## config.mk

```make
export PLATFORM = sky130hd
export DESIGN_NAME = fpic_cfg_regs
export DESIGN_NICKNAME = d
export VERILOG_FILES = /design/src/design/fpic_pkg.sv /design/src/design/fpic_cfg_regs.sv
export SDC_FILE = /design/constraint.sdc
export NUM_CORES = 1
export LEC_CHECK = 0
export ABC_AREA = 0
export BUFFER_PORTS_ARGS = -buffer_cell sky130_fd_sc_hd__buf_4
export CORE_MARGIN = 2
export CORE_UTILIZATION = 55
export CTS_BUF_LIST = sky130_fd_sc_hd__clkbuf_8 sky130_fd_sc_hd__clkbuf_16
export DETAILED_ROUTE_END_ITERATION = 8
export GPL_ROUTABILITY_DRIVEN = 0
export PLACE_DENSITY = 0.84
export SETUP_SLACK_MARGIN = 0.3
export SLEW_MARGIN = 10
export SYNTH_ARGS = -nofsm -noshare
export SYNTH_HDL_FRONTEND = slang
export SYNTH_SLANG_ARGS = --single-unit
```

## constraint.sdc

```tcl
create_clock -name clk -period 1.3 [get_ports clk]
set_input_delay 0 -clock clk [delete_from_list [all_inputs] [get_ports clk]]
set_output_delay 0 -clock clk [all_outputs]
set_load 0.01 [all_outputs]
```

## src/design/fpic_pkg.sv

```systemverilog
// Shared constants and types of the force PID / impedance controller.
package fpic_pkg;

    localparam int DATA_W      = 32;
    localparam int FRAC_W      = 16;
    localparam int SUM_W       = 48;
    localparam int CFG_IDX_W   = 3;
    localparam int DERIV_SCALE = 1000;

    // Error difference and its scaled form
    localparam int DIFF_W   = DATA_W + 1;
    localparam int DER_W    = DIFF_W + $clog2(DERIV_SCALE + 1);

    // Wide operands are split into an unsigned low slice and a signed high slice
    localparam int LO_W     = 24;
    localparam int SUM_HI_W = SUM_W - LO_W;
    localparam int DER_HI_W = DER_W - LO_W;

    // Products and the accumulated Q50.32 sum
    localparam int PROD_W   = 2 * DATA_W + 1;
    localparam int C_W      = SUM_HI_W + DATA_W;
    localparam int D_W      = LO_W + 1 + DATA_W;
    localparam int E_W      = DER_HI_W + DATA_W;
    localparam int ACC_W    = (((DER_W + DATA_W) > (SUM_W + DATA_W)) ?
                               (DER_W + DATA_W) : (SUM_W + DATA_W)) + 2;

    localparam logic signed [DATA_W-1:0] DATA_MAX = {1'b0, {(DATA_W-1){1'b1}}};
    localparam logic signed [DATA_W-1:0] DATA_MIN = {1'b1, {(DATA_W-1){1'b0}}};
    localparam logic signed [SUM_W-1:0]  SUM_MAX  = {1'b0, {(SUM_W-1){1'b1}}};
    localparam logic signed [SUM_W-1:0]  SUM_MIN  = {1'b1, {(SUM_W-1){1'b0}}};

    typedef enum logic [CFG_IDX_W-1:0] {
        REG_MODE          = 3'd0,
        REG_TARGET_FORCE  = 3'd1,
        REG_GAIN_P        = 3'd2,
        REG_GAIN_I        = 3'd3,
        REG_GAIN_D        = 3'd4,
        REG_REST_POSITION = 3'd5,
        REG_STIFFNESS     = 3'd6,
        REG_DAMPING       = 3'd7
    } cfg_index_t;

    typedef struct packed {
        logic                     mode;
        logic signed [DATA_W-1:0] target_force;
        logic signed [DATA_W-1:0] gain_p;
        logic signed [DATA_W-1:0] gain_i;
        logic signed [DATA_W-1:0] gain_d;
        logic signed [DATA_W-1:0] rest_position;
        logic signed [DATA_W-1:0] stiffness;
        logic signed [DATA_W-1:0] damping;
    } cfg_t;

endpackage

```

## src/design/fpic_cfg_regs.sv

```systemverilog
// Configuration register file of the force PID / impedance controller.
module fpic_cfg_regs
(
    input  logic                            clk,
    input  logic                            rst_n,
    input  logic                            cfg_valid,
    output logic                            cfg_ready,
    input  logic [fpic_pkg::CFG_IDX_W-1:0]  cfg_index,
    input  logic [fpic_pkg::DATA_W-1:0]     cfg_data,
    output fpic_pkg::cfg_t                  cfg
);

    fpic_pkg::cfg_t cfg_reg;

    // Take a write request in every cycle
    assign cfg_ready = 1'b1;
    assign cfg      = cfg_reg;

    // Write the addressed register
    always_ff @(posedge clk or negedge rst_n)
    begin
        if (!rst_n)
        begin
            cfg_reg <= '0;
        end
        else if (cfg_valid)
        begin
            case (fpic_pkg::cfg_index_t'(cfg_index))
                fpic_pkg::REG_MODE:          cfg_reg.mode          <= cfg_data[0];
                fpic_pkg::REG_TARGET_FORCE:  cfg_reg.target_force  <= cfg_data;
                fpic_pkg::REG_GAIN_P:        cfg_reg.gain_p        <= cfg_data;
                fpic_pkg::REG_GAIN_I:        cfg_reg.gain_i        <= cfg_data;
                fpic_pkg::REG_GAIN_D:        cfg_reg.gain_d        <= cfg_data;
                fpic_pkg::REG_REST_POSITION: cfg_reg.rest_position <= cfg_data;
                fpic_pkg::REG_STIFFNESS:     cfg_reg.stiffness     <= cfg_data;
                fpic_pkg::REG_DAMPING:       cfg_reg.damping       <= cfg_data;
                default:                     cfg_reg               <= cfg_reg;
            endcase
        end
    end

endmodule
```

==> results.py <==
metrics = {
    "placement": {
        "dpl.hpwl_um": 15200,
        "io_buffers": 262,
    },
    "final_layout": {
        "drive_gt1_frac": 0.708,
        "area_growth_pct": 59.1,
        "multi_input_area_sq_um": 3020,
        "largest_register_ffs": 225,
        "nets": 959,
        "regArea_sq_um": 5630,
        "n_fill_cell": 565,
    },
    "floorplanning": {
        "die-height_um": 131,
        "fp.dieW_um": 131,
        "coreArea_sq_um": 15800,
        "rows": 46,
        "start_util": 0.561,
        "dieArea_sq_um": 17200,
        "boundaryPins": 264,
    },
    "route": {
        "wl_per_cell_um": 26.0,
        "avgViaCountPerCell": 5.39,
        "drt-initial-drc-count": 357,
        "ant_nets": 0,
        "wirelength_um": 30000,
        "via_count": 6225,
        "drtPass1Iterations": 4,
        "drc_errors": 0,
    },
    "yosys": {
        "syn-cell-area_sq_um": 8880,
        "yosys.cell_count.top_type": "dfrtp_1",
        "ys_ff_latch": 225,
        "yosys-top-cells-count": "dfrtp_1 (225), mux2_2 (124), mux2_4 (90)",
        "avgSynthCellArea_sq_um": 18.2,
        "ys_warn_count": 0,
        "ys.flop_type": "dfrtp_1",
        "ys_async_sr_fraction": 1.00,
        "ys_seq_area_frac": 0.634,
        "synth_area_leader_cell": "dfrtp_1",
        "yosysUniqueCellTypes": 12,
        "syn-num-nets": 526,
        "synth_top_area_share": 0.634,
        "syn_inst": 488,
        "synth_area_leaders": "dfrtp_1 (63%), mux2_2 (16%), mux2_4 (15%), buf_6 (1.8%), mux2_1 (1.4%)",
        "synth_edf_count": 0,
    },
    "global_route": {
        "grt.busiest_layer": "met2",
        "grt_pass1_vias": 7005,
        "grt_util_met1": 0.385,
        "grt_antenna_before_repair": 1,
        "grtUsageMet3": 0.0696,
        "grt_pass1_wl_um": 41900,
        "grt_use_met2": 0.585,
        "overflow": 0,
        "grtUsageTotal": 0.331,
        "grt_max_degree": 41,
    },
    "pwr": {
        "power_leakage_nw": 6.84,
        "power.density_nw_per_um2": 1790,
        "ir_drop_uv": 1390,
    },
    "worst_hold_path": {
        "hp-class": "input port to asynchronous set/reset pin",
    },
    "worst_setup_path": {
        "cp_cell_sequence": "buf_6",
        "cp_slowest_cell": "dfrtp_1",
        "end_kind": "primary output",
        "path_class": "flop to primary output",
        "critPathRequiredTime_ps": 1300,
        "crit_family": "flip-flops",
        "start_kind": "flop",
        "cp_max_fo": 2,
        "critPathBufInv": 1,
        "arrival_ps": 1080,
        "cpPeakStageDelay_ps": 440,
    },
    "clocking": {
        "cts_max_level": 1,
        "insertion_delay_ps": 500,
        "clockBufferDepth": 3,
        "cts_tree": "yes",
        "ctsRootBufferMaster": "clkbuf_16",
        "numCtsBuffers": 23,
        "cts_num_sinks": 225,
        "clk_pin_slew_ps": 70,
    },
    "job": {
        "maxCapViolations": 0,
    },
    "timing": {
        "rsz0062_at_grt": "true",
        "period_needed_ps": 1080,
        "finalHoldViolations": 16,
        "max_freq_mhz": 929,
        "tns_ps": 0,
        "finalCritPeriodShare": 0.828,
        "slew_viol_final": 0,
        "setup_viol": 0,
        "hold_slack_ps": -23.4,
        "skew_ps": 0,
    },
    "status": {
        "status": "finished with violations",
        "violations": "negative hold slack",
    },
}
==> per-layer routing <==
metal | vias up | wire [um]
li1 | 2585 | -
met3 | 101 | 2030
met4 | 0 | 1440
met5 | - | 0
met2 | 312 | 15800
met1 | 3227 | 10700
==> worst register-to-register path: stages (launching register included) <==
cell and delay, ps:
dfrtp_1 410, buf_4 150, mux2_1 330
==> report_power, final <==
group          internal [mW]  switching (mW)
sequential              8.56            1.39
combinational           5.43            3.00
clock                   4.04            2.86
total                   18.0            7.25
==> area by class of cell <==
type,instances,share of cell area
Tap cell,216,0.0191
Clock inverter,11,0.00798
Clock buffer,30,0.0476
Multi-Input combinational cell,234,0.214
Sequential cell,225,0.399
Timing Repair Buffer,437,0.312
Antenna cell,1,0.000177
==> metrics by stage <==
stage | setup WS [ps] | cell area [sq um] | utilization | power [mW] | std cells
floorplan | 224 | 8930 | - | 12.0 | 488
global placement | 106 | 11200 | 0.707 | 15.2 | 954
detailed placement | 79.1 | 11200 | 0.707 | 15.5 | 954
CTS | 222 | 13800 | 0.874 | 24.4 | 1119
global route | 194 | 14100 | 0.892 | 26.1 | 1154
finish | 224 | 14100 | 0.892 | 25.3 | 1154
==> cells in the final DEF, fill, tap and decap left out, drive strengths merged <==
cell type,instances
bufinv,2
nand4,1
dlygate4sd3,35
mux2,225
diode,1
clkinv,5
and4bb,3
conb,1
clkbuf,31
inv,2
dlymetal6s4s,1
nor4b,1
nand4b,3
dfrtp,225
clkinvlp,2
buf,400
==> cell families (layout without fill, tap and decap cells) <==
logic type             Yosys count  in the layout  share of synthesized area
AND/OR/NAND/NOR                  8              8                     0.0147
multiplexers                   225            225                      0.324
other                            1              2                   0.000422
flip-flops                     225            225                      0.634
buffers and inverters           29            478                     0.0271
==> timing repair <==
action,4_1_cts,5_1_grt
resized for setup,224,4
setup buffers,89,33
hold buffers,35,1
pin swaps,0,1
endpoints found under the hold margin,450,2
setup endpoints to repair,225,226
==> path summary, 6_finish.rpt <==
check / startpoint / end / slack, ps / depth (start not counted)
hold reg to reg: cfg[80]$_DFFE_PN0P_ / cfg[80]$_DFFE_PN0P_ / 530 / 1
setup reg to reg: cfg[34]$_DFFE_PN0P_ / cfg[34]$_DFFE_PN0P_ / 290 / 2
setup / recovery: cfg[197]$_DFFE_PN0P_ / cfg[197] / 220 / 1
min in group clk: cfg_index[0] / cfg[224]$_DFFE_PN0P_ / 20 / 3
hold / removal: rst_n / cfg[66]$_DFFE_PN0P_ / -20 / 2
max in group asynchronous: rst_n / cfg[159]$_DFFE_PN0P_ / 470 / 3
Note: power is estimated with default switching activity, not from simulation.
